**src/hfmb_ram.sv**
```systemverilog
// Generic RAM: one write port, two registered read ports.
module hfmb_ram #(
	parameter int WIDTH = 8,
	parameter int DEPTH = 16
) (
	input  logic                     clk,
	input  logic                     we,
	input  logic [$clog2(DEPTH)-1:0] waddr,
	input  logic [WIDTH-1:0]         wdata,
	input  logic [$clog2(DEPTH)-1:0] raddr_a,
	output logic [WIDTH-1:0]         rdata_a,
	input  logic [$clog2(DEPTH)-1:0] raddr_b,
	output logic [WIDTH-1:0]         rdata_b
);

	logic [WIDTH-1:0] mem_q [DEPTH];

	always_ff @(posedge clk) begin
		if (we) mem_q[waddr] <= wdata;
		rdata_a <= mem_q[raddr_a];
		rdata_b <= mem_q[raddr_b];
	end

endmodule

```
**config.mk**
```make
export PLATFORM = sky130hd
export DESIGN_NAME = hfmb_ram
export DESIGN_NICKNAME = d
export VERILOG_FILES = /design/src/hfmb_ram.sv
export SDC_FILE = /design/constraint.sdc
export NUM_CORES = 1
export LEC_CHECK = 0
export BUFFER_PORTS_ARGS = -buffer_cell sky130_fd_sc_hd__buf_2
export CAP_MARGIN = 20
export CELL_PAD_IN_SITES_DETAIL_PLACEMENT = 0
export CELL_PAD_IN_SITES_GLOBAL_PLACEMENT = 1
export CORE_UTILIZATION = 45
export CTS_BUF_LIST = sky130_fd_sc_hd__clkbuf_2
export CTS_CLUSTER_SIZE = 28
export DETAILED_ROUTE_END_ITERATION = 8
export PLACE_DENSITY_LB_ADDON = 0.1
export SLEW_MARGIN = 10
export SYNTH_ARGS = -nofsm -noshare
export SYNTH_HDL_FRONTEND = slang
export SYNTH_SLANG_ARGS = --single-unit
```
**constraint.sdc**
```tcl
create_clock -name clk -period 2.1 [get_ports clk]
set_input_delay 0 -clock clk [delete_from_list [all_inputs] [get_ports clk]]
set_output_delay 0 -clock clk [all_outputs]
set_load 0.01 [all_outputs]
```
==> key figures, run 1 <==
CTS
  – PostCTS Resize Cnt: 0
  – CTS sink count: 144
  – CTS tree: built
  – Htree depth: 4
  – CTS root buf: clkbuf_2
  – Clock latency on the worst-skew pair: 730 ps
  – CTS Buffer Depth: 2
  – Reg clk slew, reported paths: approximately 200 ps
  – Setup Fix Bufs, Post-CTS: 0
  – CTS Buf Count: 17
  – Hold_buf cts: 29

Setup path
  – Worst Setup End Kind: flop
  – Reg-to-reg endpoint: rdata_b[1]
  – Worst Path Class, Setup: flop to flop
  – R2R depth: 4
  – R2R Setup Slk: approximately 160 ps
  – Critical path arrival: 2600 ps
  – Worst r2r src: mem_q[9][1]
  – WP data required: 2760 ps
  – Crit Path Max Fanout: 2
  – CP startpoint kind: flop

Placed design
  – Post-placement cell count: 532
  – RePlAce Congestion: around 0.72
  – DP HPWL: 9140 um
  – Dpl ws: 496 ps
  – Buffers on Ports: 37

Floorplanning
  – Die Y: 121 um
  – I/O pin count: 38
  – Die W: 121 um
  – Standard-cell rows: 43
  – Core Area: between 10000 and 15000 um2
  – Initial Util: 45.9%
  – Die area: approximately 15000 um2

Drt
  – DR WL/cell: 23.6 um
  – DR vias: 3375
  – Total iterations of the first detailed-routing run: 4
  – Final ANT Viol Nets: 0
  – Total routed wirelength: 14000 um
  – DRC: 0
  – Iter 0 DRT Violations: about 230
  – Vias per cell: 5.69

STA
  – Crit share post-route: 92.4%
  – Hold slack final: 168 ps
  – Final setup margin: 160 ps
  – Final setup viols: 0
  – Final clock skew: 16.5 ps
  – Normalized max-slew margin: 65.0%
  – RSZ-0062 raised after global routing: false
  – Max-slew violation count: 0
  – Fmax: around 520 MHz
  – Final Hold Viols: 0
  – Post-layout minimum cycle time: 1940 ps
  – TNS Setup: 0 ps
  – Slew @ Worst Pin: ~520 ps

Global route
  – GRT met2 Usage: 36.0%
  – Remaining global-route overflow: 0
  – Vias in the first global route: 3413
  – Global Route met3 Usage: 4.72%
  – Global-route wire length before repair: 20800 um
  – Met1 usage: around 27%
  – Initial antenna violation count: 0
  – Largest net degree at the start of global routing: 33
  – GRT busiest layer: met2
  – Gr usage total: 21.3%

Worst hold path
  – Hold wc startpoint: wdata[0]
  – Worst hold path type: input pin to flop
  – Worst Hold Path EP: mem_q[8][0]
  – Hold path cells: 2

Cells and area
  – Commonest non-fill, non-tap cell in the layout: edfxtp_1
  – Synth-to-layout area growth: 15.7%
  – Multi-input logic area: roughly 2000 um2
  – Antenna Cells: 0
  – Fillers: 1092
  – Commonest non-fill, non-tap cells in the layout: edfxtp_1 (128), buf_2 (37), mux4_2 (34)
  – Nets: 422
  – Layout cells sized above 1: 32.0%
  – FF/Latch Area: 4160 um2
  – Non-Filler Instances: 593

Power
  – IR drop worst, VDD: 0.000357 V
  – PwrDens: 721 nW/um2
  – Reg power frac: 61.2%
  – Comb pwr share: 10.0%
  – Pint: 4.00 mW
  – Net Sw Frac: 24.5%
  – Clock Power Share: about 29%
  – Pleak: 2.55 nW
  – Sw Pwr: 1.30 mW

Logic synthesis
  – Yosys warning total: 0
  – Cell count after synthesis: slightly above 300
  – Mean post-synth cell area: about 21 um2
  – Synth area leaders: edfxtp_1 (61%), mux4_2 (12%), mux4_1 (12%)
  – Post-synth top area cell: edfxtp_1
  – Net Count, Synth: 329
  – #FFs+latches synth: ~140
  – Sequential cell area fraction in the yosys report: 65.6%
  – Distinct cells, synth: 20
  – Post-Syn Area: 6350 um2
  – Post-synth top area share: 60.6%

Run status
  – Status: complete, no violations

Job
  – Total of max-cap violations: 0
worst max path at each step:
stage	to	cells past startpoint	startpoint	slack, ps
floorplan	mem_q[0][0]	2	waddr[2]	610
global placement	rdata_b[6]	5	raddr_b[1]	500
detailed placement	rdata_b[6]	5	raddr_b[1]	500
CTS	rdata_b[1]	4	mem_q[9][1]	150
global route	rdata_b[1]	4	mem_q[9][1]	70
finish	rdata_b[1]	4	mem_q[9][1]	160
Yosys cell counts:
cell type / n
edfxtp_1: 128
mux4_2: 34
a22oi_1: 32
mux4_1: 28
nand2_1: 17
dfxtp_1: 16
nor2_1: 14
buf_2: 6
buf_6: 6
clkdlybuf4s25_2: 6
nor3_1: 4
and2_1: 2
and2b_1: 2
buf_4: 2
mux4_4: 2
nand2b_1: 2
nand3b_1: 2
nor2b_1: 2
nand3_1: 1
or3b_2: 1
critical path, stage by stage (launching register included):
cell and delay (ps):
edfxtp_1 420, mux4_1 520, a22oi_1 300, nand2_1 80, dlygate4sd3_1 550
per-layer routing:
layer	share of wire (%)	wire length (um)
met1	40	5620
met2	53	7370
met5	0	0
met3	5.5	777
met4	1.7	233
power groups by stage:
stage	clock network (mW)	registers (mW)	logic [mW]
2_1_floorplan	0	3.31	0.290
3_3_place_gp	0	3.30	0.493
3_5_place_dp	0	3.30	0.493
4_1_cts	1.56	3.24	0.537
5_1_grt	1.65	3.25	0.578
6_report	1.52	3.24	0.531
layout make-up:
class	instances	share of cell area (%)
sequential	144	56.7
multi-input combinational	143	27.4
timing repair buffer	94	9.68
tap	180	3.07
clock inverter	15	1.99
clock buffer	17	1.16
state kept, by name, indices dropped and copies added (netlist names):
signal and cells:
mem_q 128, rdata_a 8, rdata_b 8
kinds of logic (layout without fill, tap and decap cells):
kind of cell           Yosys count  in the layout  synth area share (%)
AOI/OAI and AO/OA               32             32                  3.79
DFF                            144            144                  65.6
muxes                           64             64                  24.4
and+or+nand+nor                 47             47                  3.43
buffers and inverters           20            126                  2.72
per-stage QoR:
stage | instance area [um2] | power [mW] | utilization (%)
6_report | 7340 | 5.29 | 53.1
5_1_grt | 7340 | 5.48 | 53.1
4_1_cts | 7340 | 5.34 | 53.1
3_5_place_dp | 6820 | 3.80 | 49.3
3_3_place_gp | 6820 | 3.80 | 49.3
2_1_floorplan | 6350 | 3.60 | -
No activity file was read; power rests on OpenSTA's default activity.
==> run 2, diff against run 1 <==
--- a/config.mk
+++ b/config.mk
@@ -13,7 +13,7 @@
 export CTS_BUF_LIST = sky130_fd_sc_hd__clkbuf_2
 export CTS_CLUSTER_SIZE = 28
 export DETAILED_ROUTE_END_ITERATION = 8
-export PLACE_DENSITY_LB_ADDON = 0.1
+export PLACE_DENSITY = 0.69
 export SLEW_MARGIN = 10
 export SYNTH_ARGS = -nofsm -noshare
 export SYNTH_HDL_FRONTEND = slang
==> run 2 against run 1 <==
The flow now finishes with violations (DRC). Cell count fell by 0.34%. Design area rose by 0.85%. Sequential cell count did not move. Sequential share of layout area fell by 0.48 points. Sequential power barely moved. Clock-buffer cell count did not move. Register-to-register slack improved by 110 ps. Via count rose by 1.9%. Critical path depth did not move. Worst setup slack improved by 110 ps. Worst hold slack barely moved. Highest routed layer unchanged.
==> key figures, run 2 (synthesized netlist as in run 1, its figures left out) <==
Drt
  – Final ANT Viol Nets: 0 (unchanged)
  – Total iterations of the first detailed-routing run: 7 (+3)
  – Iter 0 DRT Violations: 263 (+15%)
  – Total routed wirelength: 13800 um (-1.2%)
  – DR WL/cell: 23.4 um (-0.86%)
  – Vias per cell: 5.82 (+2.3%)
  – DRC: 2 (+2)
  – DR vias: 3440 (+1.9%)

Setup path
  – Crit Path Max Fanout: 2 (unchanged)
  – Worst Setup End Kind: flop
  – Path length in cells of the critical path: 4 (unchanged)
  – Critical path arrival: 2450 ps (-150 ps)
  – Worst r2r src: mem_q[1][7]
  – Critical-path cell list: mux4_1, a22oi_1, dlygate4sd3_1, nand2_1
  – Slowest cell on crit path: dlygate4sd3_1
  – Critical path origin: mem_q[1][7]
  – CP delay by family, top: buffers and inverters
  – R2R Setup Slk: 270 ps (+110 ps)
  – CP peak stage delay: 570 ps (+20 ps)
  – WP data required: 2720 ps (-40 ps)
  – Worst Path Class, Setup: flop to flop
  – R2R depth: 4 (unchanged)
  – Number of buffers and inverters on the critical path: 1 (unchanged)
  – Reg-to-reg endpoint: rdata_a[7]
  – CP startpoint kind: flop
  – Critical Path End: rdata_a[7]

CTS
  – Reg clk slew, reported paths: 200 ps (about the same)
  – CTS root buf: clkbuf_2
  – CTS Buffer Depth: 2 (unchanged)
  – Htree depth: 4 (unchanged)
  – Clock latency on the worst-skew pair: 720 ps (about the same)
  – CTS tree: built
  – CTS Buf Count: 17 (unchanged)
  – CTS sink count: 144 (unchanged)
  – Setup Fix Bufs, Post-CTS: 0 (unchanged)

Job
  – Total of max-cap violations: 0 (unchanged)

STA
  – Final clock skew: 27.3 ps (+10.9 ps)
  – Fmax: 547 MHz (+6.1%)
  – Final setup viols: 0 (unchanged)
  – TNS Setup: 0 ps (unchanged)
  – Slew @ Worst Pin: 504 ps (-18.4 ps)
  – Post-layout minimum cycle time: 1830 ps (-112 ps)
  – Normalized max-slew margin: 66.4% (+1.4 points)
  – Crit share post-route: 87.1% (-5.3 points)
  – Final Hold Viols: 0 (unchanged)
  – Final setup margin: 272 ps (+112 ps)
  – RSZ-0062 raised after global routing: false
  – Max-slew violation count: 0 (unchanged)

Power
  – Pleak: 2.58 nW (+1.2%)
  – PwrDens: 754 nW/um2 (+4.5%)
  – IR drop worst, VDD: 0.000315 V (-12%)
  – Total power: 5.58 mW (+5.4%)

Floorplanning
  – Initial Util: 45.9% (unchanged)
  – Core Area: 13800 um2 (unchanged)
  – I/O pin count: 38 (unchanged)
  – Standard-cell rows: 43 (unchanged)
  – Die area: 14600 um2 (unchanged)
  – Die Y: 121 um (unchanged)
  – Die W: 121 um (unchanged)

Cells and area
  – Max reg flops: 128 (unchanged)
  – Nets: 420 (-0.47%)
  – Finished Core Util: 53.5% (+0.45 points)
  – Biggest regs: mem_q (128), rdata_a (8), rdata_b (8)
  – Fillers: 1032 (-5.5%)
  – Top reg by flops: mem_q
  – Layout cells sized above 1: 31.2% (-0.74 points)
  – Synth-to-layout area growth: 16.7%
  – Commonest non-fill, non-tap cells in the layout: edfxtp_1 (128), buf_2 (37), mux4_2 (34)
  – Non-Filler Instances: 591 (-0.34%)
  – Commonest non-fill, non-tap cell in the layout: edfxtp_1

Global route
  – Gr usage total: 20.8% (-0.52 points)
  – Global-route wire length before repair: 20800 um (about the same)
  – Largest net degree at the start of global routing: 33 (unchanged)
  – Initial antenna violation count: 1 (+1)
  – Remaining global-route overflow: 0 (unchanged)
  – Vias in the first global route: 3537 (+3.6%)

Run status
  – Status: complete, but fails checks
  – Violated checks: DRC

Placed design
  – Dpl ws: 525 ps (+28.6 ps)
  – DP HPWL: 9160 um (+0.22%)
  – Buffers on Ports: 37 (unchanged)
  – Post-placement cell count: 530 (-0.38%)
  – RePlAce Congestion: 0.745 (+2.9%)

Worst hold path
  – Worst hold path type: input pin to flop
==> run 2: through the flow <==
step	hold slack, ps	area, um2
after floorplan	98.9	6350
after global routing	146	7400
after CTS	109	7400
after detailed placement	393	6830
final	169	7400
after global placement	387	6830
==> run 2: how the worst min path moves through the flow <==
stage	startpoint	endpoint	slack (ps)	cells past startpoint
floorplan	wdata[0]	mem_q[0][0]	100	0
global placement	wdata[2]	mem_q[12][2]	390	1
detailed placement	wdata[5]	mem_q[9][5]	390	1
CTS	wdata[5]	mem_q[9][5]	110	2
global route	wdata[5]	mem_q[9][5]	150	2
finish	wdata[5]	mem_q[9][5]	170	2
==> run 2: report_power, final <==
| group | total [mW] | internal (mW) | switching, mW |
|---|---|---|---|
| clock | 1.81 | 0.874 | 0.941 |
| sequential | 3.24 | 3.20 | 0.0338 |
| combinational | 0.530 | 0.266 | 0.265 |
| total | 5.58 | 4.34 | 1.24 |
==> run 2: area by class of cell <==
cell class	count	area, um2	share of cell area [%]
multi-input cells	143	2010	27.1
clock inverters	14	196	2.65
diodes	1	2.50	0.0338
clock buffers	17	85.1	1.15
well taps	180	225	3.04
flip-flops and latches	144	4160	56.2
repair buffers	92	721	9.73
==> run 2: repair_timing <==
action	in CTS	in global routing
hold endpoints to repair	272	0
endpoints found under the setup margin	0	0
hold buffers	29	0
resized for setup	0	0
==> run 2: layer usage <==
metal,wire [um],GRT usage [%],vias up
met1,5510,26.4,1768
met3,705,4.15,25
met4,300,9.26,0
li1,-,-,1526
met2,7320,34.8,121
met5,0,0,-
==> run 2: worst register-to-register path, cell delays in order, from the launching register on <==
cell and delay, ps:
edfxtp_1 420, mux4_1 520, a22oi_1 180, dlygate4sd3_1 570
nand2_1 60
