### config.mk
export PLATFORM = sky130hd
export DESIGN_NAME = hfmb_isqrt
export DESIGN_NICKNAME = d
export VERILOG_FILES = /design/src/hfmb_pkg.sv /design/src/hfmb_isqrt.sv
export SDC_FILE = /design/constraint.sdc
export NUM_CORES = 1
export LEC_CHECK = 0
export BUFFER_PORTS_ARGS = -buffer_cell sky130_fd_sc_hd__buf_2
export CAP_MARGIN = 40
export CORE_MARGIN = 3
export CORE_UTILIZATION = 54
export CTS_BUF_LIST = sky130_fd_sc_hd__clkbuf_4
export DETAILED_ROUTE_END_ITERATION = 10
export GPL_TIMING_DRIVEN = 0
export PLACE_DENSITY = 0.81
export SYNTH_ARGS = -nofsm -noshare
export SYNTH_HDL_FRONTEND = slang
export SYNTH_SLANG_ARGS = --single-unit
### constraint.sdc
create_clock -name clk -period 17.4 [get_ports clk]
set_input_delay 5.22 -clock clk [delete_from_list [all_inputs] [get_ports clk]]
set_output_delay 5.22 -clock clk [all_outputs]
set_load 0.05 [all_outputs]
### src/hfmb_pkg.sv
// Shared constants, types and constant tables of the Hann window FFT magnitude bank.
package hfmb_pkg;

	localparam int WINDOW      = 256;
	localparam int SAMPLE_BITS = 16;
	localparam int IDX_W       = $clog2(WINDOW);
	localparam int FFT_BITS    = $clog2(WINDOW + 1) - 1;
	localparam int FFT_LEN     = 1 << FFT_BITS;
	localparam int HALF_LEN    = FFT_LEN / 2;
	localparam int STG_W       = $clog2(FFT_BITS);
	localparam int DATA_W      = 25;
	localparam int CELL_W      = 2 * DATA_W;
	localparam int PROD_W      = 2 * DATA_W;
	localparam int COEF_W      = 16;
	localparam int MAG_W       = 24;
	localparam int ROOT_W      = 25;
	localparam int RAD_W       = 50;
	localparam int BIN_W       = 8;
	localparam int HANN_DEN    = WINDOW - 1;

	localparam longint Q30_ONE     = 64'sd1073741824;
	localparam longint HALF_PI_Q30 = 64'sd1686629713;
	localparam int TAYLOR_TERMS    = 12;

	localparam logic signed [PROD_W:0] DATA_MAX = (PROD_W+1)'(64'sd16777215);
	localparam logic signed [PROD_W:0] DATA_MIN = -(PROD_W+1)'(64'sd16777216);
	localparam logic signed [PROD_W-1:0] ROUND_HALF = PROD_W'(64'sd16384);

	typedef logic [COEF_W-1:0] hann_tab_t [WINDOW];
	typedef logic signed [COEF_W-1:0] tw_tab_t [HALF_LEN];
	typedef struct packed {
		longint s;
		longint c;
	} sc_t;

	// sine series term n: divide by (2n)(2n+1)
	function automatic longint unsigned sin_div(input longint unsigned v, input int n);
		longint unsigned r;
		case (n)
			1:       r = v / 64'd6;
			2:       r = v / 64'd20;
			3:       r = v / 64'd42;
			4:       r = v / 64'd72;
			5:       r = v / 64'd110;
			6:       r = v / 64'd156;
			7:       r = v / 64'd210;
			8:       r = v / 64'd272;
			9:       r = v / 64'd342;
			10:      r = v / 64'd420;
			11:      r = v / 64'd506;
			12:      r = v / 64'd600;
			default: r = v;
		endcase
		return r;
	endfunction

	// cosine series term n: divide by (2n-1)(2n)
	function automatic longint unsigned cos_div(input longint unsigned v, input int n);
		longint unsigned r;
		case (n)
			1:       r = v / 64'd2;
			2:       r = v / 64'd12;
			3:       r = v / 64'd30;
			4:       r = v / 64'd56;
			5:       r = v / 64'd90;
			6:       r = v / 64'd132;
			7:       r = v / 64'd182;
			8:       r = v / 64'd240;
			9:       r = v / 64'd306;
			10:      r = v / 64'd380;
			11:      r = v / 64'd462;
			12:      r = v / 64'd552;
			default: r = v;
		endcase
		return r;
	endfunction

	// Taylor series at Q2.30 for x in [0, pi/2]
	function automatic sc_t taylor_sc(input longint unsigned x);
		longint unsigned x2;
		longint unsigned term;
		longint s;
		longint c;
		sc_t r;
		x2   = (x * x) >> 30;
		term = x;
		s    = longint'(x);
		for (int n = 1; n <= TAYLOR_TERMS; n++) begin
			term = sin_div((term * x2) >> 30, n);
			s    = (n % 2 == 1) ? s - longint'(term) : s + longint'(term);
		end
		term = longint'(Q30_ONE);
		c    = Q30_ONE;
		for (int n = 1; n <= TAYLOR_TERMS; n++) begin
			term = cos_div((term * x2) >> 30, n);
			c    = (n % 2 == 1) ? c - longint'(term) : c + longint'(term);
		end
		r.s = s;
		r.c = c;
		return r;
	endfunction

	function automatic sc_t quadrant(input sc_t v, input longint unsigned q);
		sc_t r;
		case (q % 4)
			0: begin r.s = v.s; r.c = v.c; end
			1: begin r.s = v.c; r.c = -v.s; end
			2: begin r.s = -v.s; r.c = -v.c; end
			default: begin r.s = -v.c; r.c = v.s; end
		endcase
		return r;
	endfunction

	// sin/cos of 2*pi*m/(WINDOW-1)
	function automatic sc_t sc_hann(input int m);
		longint unsigned m4, q, r, x;
		m4 = 4 * longint'(m % HANN_DEN);
		q  = m4 / HANN_DEN;
		r  = m4 - q * HANN_DEN;
		x  = (longint'(HALF_PI_Q30) * r + HANN_DEN / 2) / HANN_DEN;
		return quadrant(taylor_sc(x), q);
	endfunction

	// sin/cos of 2*pi*m/FFT_LEN
	function automatic sc_t sc_twid(input int m);
		longint unsigned m4, q, r, x;
		m4 = 4 * longint'(m % FFT_LEN);
		q  = m4 / FFT_LEN;
		r  = m4 - q * FFT_LEN;
		x  = (longint'(HALF_PI_Q30) * r + FFT_LEN / 2) / FFT_LEN;
		return quadrant(taylor_sc(x), q);
	endfunction

	function automatic logic signed [COEF_W-1:0] q30_to_q15(input longint v);
		longint t, r;
		t = v;
		if (t > Q30_ONE) t = Q30_ONE;
		if (t < -Q30_ONE) t = -Q30_ONE;
		r = ((t + Q30_ONE + 16384) >>> 15) - 32768;
		if (r > 32767) r = 32767;
		if (r < -32768) r = -32768;
		return COEF_W'(r);
	endfunction

	function automatic hann_tab_t build_hann();
		hann_tab_t t;
		sc_t v;
		longint w30, w15;
		for (int i = 0; i < WINDOW; i++) begin
			v   = sc_hann(i);
			w30 = (Q30_ONE - v.c) / 2;
			if (w30 < 0) w30 = 0;
			w15 = (w30 + 16384) >>> 15;
			if (w15 > 32767) w15 = 32767;
			t[i] = COEF_W'(w15);
		end
		return t;
	endfunction

	function automatic tw_tab_t build_tw_re();
		tw_tab_t t;
		sc_t v;
		for (int i = 0; i < HALF_LEN; i++) begin
			v    = sc_twid(i);
			t[i] = q30_to_q15(v.c);
		end
		return t;
	endfunction

	function automatic tw_tab_t build_tw_im();
		tw_tab_t t;
		sc_t v;
		for (int i = 0; i < HALF_LEN; i++) begin
			v    = sc_twid(i);
			t[i] = q30_to_q15(-v.s);
		end
		return t;
	endfunction

	localparam hann_tab_t HANN_TAB = build_hann();
	localparam tw_tab_t TW_RE_TAB  = build_tw_re();
	localparam tw_tab_t TW_IM_TAB  = build_tw_im();

	function automatic logic [FFT_BITS-1:0] bit_rev(input logic [FFT_BITS-1:0] v);
		logic [FFT_BITS-1:0] r;
		for (int b = 0; b < FFT_BITS; b++) r[b] = v[FFT_BITS-1-b];
		return r;
	endfunction

	function automatic logic signed [DATA_W-1:0] sat_data(input logic signed [PROD_W:0] v);
		logic signed [DATA_W-1:0] r;
		if (v > DATA_MAX) r = DATA_W'(DATA_MAX);
		else if (v < DATA_MIN) r = DATA_W'(DATA_MIN);
		else r = DATA_W'(v);
		return r;
	endfunction

endpackage

### src/hfmb_isqrt.sv
// Bit-serial integer square root, two radicand bits per cycle.
module hfmb_isqrt (
	input  logic                       clk,
	input  logic                       arst_n,
	input  logic                       start,
	input  logic [hfmb_pkg::RAD_W-1:0] radicand,
	output logic                       done,
	output logic [hfmb_pkg::ROOT_W-1:0] root
);
	import hfmb_pkg::*;

	logic [RAD_W-1:0] v_q;
	logic [RAD_W:0]   res_q;
	logic [RAD_W-1:0] bit_q;
	logic             run_q;
	logic             done_q;
	logic [RAD_W:0]   trial;

	assign trial = res_q + (RAD_W+1)'(bit_q);

	always_ff @(posedge clk or negedge arst_n) begin
		if (!arst_n) begin
			run_q  <= 1'b0;
			done_q <= 1'b0;
		end else begin
			done_q <= run_q && bit_q[0];
			if (start) run_q <= 1'b1;
			else if (bit_q[0]) run_q <= 1'b0;
		end
	end

	always_ff @(posedge clk) begin
		if (start) begin
			v_q   <= radicand;
			res_q <= '0;
			bit_q <= RAD_W'(1) << (RAD_W - 2);
		end else if (run_q) begin
			if ((RAD_W+1)'(v_q) >= trial) begin
				v_q   <= RAD_W'((RAD_W+1)'(v_q) - trial);
				res_q <= (res_q >> 1) + (RAD_W+1)'(bit_q);
			end else begin
				res_q <= res_q >> 1;
			end
			bit_q <= bit_q >> 2;
		end
	end

	assign done = done_q;
	assign root = res_q[ROOT_W-1:0];

endmodule

==> impl_metrics.tcl <==
set metrics [dict create \
    status "completed" \
    start_util 0.555 \
    pwr-share-seq 0.259 \
    cts.sinks 128 \
    grt_max_degree 29 \
    synth_area_leaders "dfxtp_1, edfxtp_1, ha_1" \
    path_max_fanout 28 \
    start_kind "flip-flop" \
    synth_seq_area_share 0.272 \
    clock.fmax_mhz 120 \
    avgSynthCellArea_sq_um 8.14 \
    drv_cap 0 \
    vias 10800 \
    skew_ns 0.0314 \
    dp_hpwl_um 24800 \
    cts_resized 0 \
    cts-buffers-inserted 17 \
    final_cell_area_sq_um 12300 \
    yosysTopAreaCellShare 0.135 \
    final_cells 1769 \
    slew_headroom 0.377 \
    r2r_end "v_q[28]" \
    power_switching_w 0.000878 \
    synth.largest_area_cell "dfxtp_1" \
    cts_hold_buf 0 \
    synth_seq_cells 128 \
    dieArea_sq_um 22700 \
    insertion_delay_ns 0.57 \
    min_period_ns 8.31 \
    power.leakage_nw 5.21 \
    setup_violations 0 \
    drt-initial-drc-count 881 \
    post_cts_buffers 0 \
    synth_flop_cell "dfxtp_1" \
    antenna_found_initial 1 \
    worstPathArrival_ns 8.56 \
    fin_nets 1641 \
    synth-simple-area-share 0.165 \
    first_pass_iters 5 \
    clk_pin_slew_worst_paths_ns 0.12 \
    final_antenna_net_count 0 \
    hold_depth 2 \
    reg2reg_depth 26 \
    netlist_instances 1387 \
    place_inst 1736 \
    core-area_sq_um 20400 \
    place_area_sq_um 12100 \
    p_per_area_nw_per_um2 150 \
    synth_edf_count 50 \
    p_comb_frac 0.630 \
    drc 0 \
    async_flop_share 0.0156 \
    yosysWarnings 0 \
    hold_start "res_q[0]" \
    fin_setup_tns_ns 0 \
    ys_types 73 \
    p_int_w 0.000968 \
    root_buffer "clkbuf_4" \
    worst_pin_slew_ns 0.934 \
    synth_nets 1543 \
    power.total_w 0.00185 \
    die_h_um 151 \
    synth-xor-area-share 0.0907 \
    cts.path.max_buffers 2 \
    track_usage 0.290 \
    grt_pass1_vias 10300 \
    wire_per_inst_um 18.7 \
    worstSetupEndpointType "flip-flop" \
    slew_viol_final 0 \
    synthMuxAreaShare 0.0430 \
    r2r_slack_ns 9.09 \
    rsz0062_at_grt "no" \
    grt-ovfl-total 0 \
    cts_tree "built" \
    critPathRequiredTime_ns 17.65 \
    swShare 0.476 \
    io_pins 79 \
    synth_area_sq_um 11300 \
    clkPwrFrac 0.112 \
    area_growth_syn_to_layout_pct 9.03 \
    rows 52 \
    hold-path-endpoint "res_q[0]" \
    die_w_um 151 \
    totalWireLength_um 33200 \
    ir_drop_mv 0.0981 \
    grt_pass1_wl_um 52200 \
    viasPerCell 6.09 \
    synthAdderAreaFrac 0.115 \
    gp_congestion 0.962 \
    synth_top_family_by_area "compound AO/OA/AOI/OAI gates" \
    synth_compound_area_frac 0.265 \
    hold_violations 0 \
    hp-class "reg2reg" \
    portBuffers 77 \
    rr_startpoint "res_q[2]" \
    path_class "reg2reg" \
    drive_above_1_share 0.123 \
    period_share 0.478 \
    h-tree-depth 4 \
]
-- power by group through the flow --
stage	clock network [W]	registers [W]	logic, W
5_1_grt	0.000218	0.000484	0.00128
3_5_place_dp	0	0.000483	0.00114
6_report	0.000206	0.000477	0.00116
2_1_floorplan	0	0.000463	0.000875
3_3_place_gp	0	0.000482	0.00111
4_1_cts	0.000208	0.000476	0.00115
-- state kept, by name, indices dropped and copies added (netlist names) --
signal  count
bit_q      25
run_q       1
v_q        50
done        1
res_q      51
-- how the worst max path moves through the flow --
stage,endpoint,cells after the start,slack [ns],startpoint
2_1_floorplan,v_q[0],4,9.87,start
3_3_place_gp,v_q[22],4,8.19,start
3_5_place_dp,v_q[22],5,9.11,start
4_1_cts,v_q[28],25,9.13,res_q[2]
5_1_grt,v_q[29],25,8.51,res_q[2]
6_report,v_q[28],26,9.09,res_q[2]
-- cells by family (layout without fill, tap and decap cells) --
group,Yosys count,after routing
fa+ha+maj,103,103
buf+inv,117,228
compound gates,458,458
simple gates,417,417
other cells,0,1
flops,128,128
mux,47,47
xor+xnor,117,117
-- stage by stage --
stage          setup slack, ns   util  hold WS, ns
6_report                  9.09  0.605        0.542
3_5_place_dp              9.11  0.592        0.527
4_1_cts                   9.13  0.605        0.545
5_1_grt                   8.51  0.605        0.576
3_3_place_gp              8.19  0.590        0.513
2_1_floorplan             9.87      -        0.463
-- synthesized netlist by cell type, types with 17 or more instances --
cell type  number
a211oi_1       17
a21o_1         44
a21oi_1        95
a311oi_1       18
a31oi_1        46
buf_4          27
clkbuf_1       47
dfxtp_1        76
edfxtp_1       50
ha_1          102
inv_1          25
mux2i_1        35
nand2_1       149
nand4_1        20
nor2_1        149
o21ai_0       119
o21bai_1       22
xnor2_1        62
xor2_1         55
-- metal layers --
| layer | track usage | wire length (um) | vias up |
|---|---|---|---|
| li1 | - | - | 5289 |
| met1 | 0.379 | 14400 | 5003 |
| met2 | 0.489 | 15600 | 398 |
| met3 | 0.0406 | 2290 | 81 |
| met4 | 0.108 | 892 | 0 |
| met5 | 0 | 0 | - |
-- layout make-up --
| type | instances | area (sq um) |
|---|---|---|
| fill | 1863 | 8050 |
| multi-input combinational | 1142 | 7660 |
| sequential | 128 | 3070 |
| buffer | 92 | 470 |
| timing repair buffer | 79 | 417 |
| tap | 270 | 338 |
| clock buffer | 19 | 143 |
| clock inverter | 13 | 119 |
| inverter | 25 | 93.8 |
| antenna | 1 | 2.50 |
-- critical path, cell delays in order, from the launching register on --
cell and delay [ns]:
dfxtp_1 0.40, ha_1 0.40, a31oi_1 0.14, o21ba_2 0.27, o21ai_0 0.34, a31oi_1 0.23
nor4_1 0.51, o22ai_1 0.34, o31ai_1 0.69, a31oi_1 0.24, nor2_1 0.18, nor2_1 0.07
xor2_1 0.14, ha_1 0.28, clkbuf_1 0.32, nand4_1 0.14, nor4_1 0.41, and3b_1 0.24
a31oi_1 0.09, o21ai_0 0.09, a21oi_1 0.08, a21bo_2 0.25, o211ai_2 0.29, nand2_1 0.37
clkbuf_1 0.54, a21o_2 0.63, buf_12 0.27
-- cell usage in the layout, fill, tap and decap left out, types with 8 or more instances in the layout --
| master | netlist | routed |
|---|---|---|
| a21boi_0 | 11 | 11 |
| mux2i_1 | 35 | 35 |
| clkbuf_1 | 47 | 47 |
| a311oi_1 | 18 | 18 |
| buf_1 | 9 | 9 |
| buf_2 | 6 | 83 |
| o21ai_0 | 119 | 119 |
| dfxtp_1 | 76 | 76 |
| a31o_2 | 12 | 12 |
| nand4_1 | 20 | 20 |
| nor2b_1 | 12 | 12 |
| a31oi_1 | 46 | 46 |
| and3_1 | 10 | 10 |
| buf_4 | 27 | 27 |
| mux2_2 | 12 | 12 |
| xnor2_1 | 62 | 62 |
| nand2b_1 | 9 | 9 |
| nor3_1 | 15 | 15 |
| or3_1 | 16 | 16 |
| inv_1 | 25 | 25 |
| ha_1 | 102 | 102 |
| clkbuf_4 | 0 | 19 |
| edfxtp_1 | 50 | 50 |
| o21a_1 | 8 | 8 |
| xor2_1 | 55 | 55 |
| a211oi_1 | 17 | 17 |
| nand3_1 | 16 | 16 |
| o21bai_1 | 22 | 22 |
| a21o_1 | 44 | 43 |
| a21oi_1 | 95 | 95 |
| o31ai_1 | 16 | 16 |
| nor2_1 | 149 | 149 |
| nand2_1 | 149 | 149 |
(Power assumes the default switching activity.)
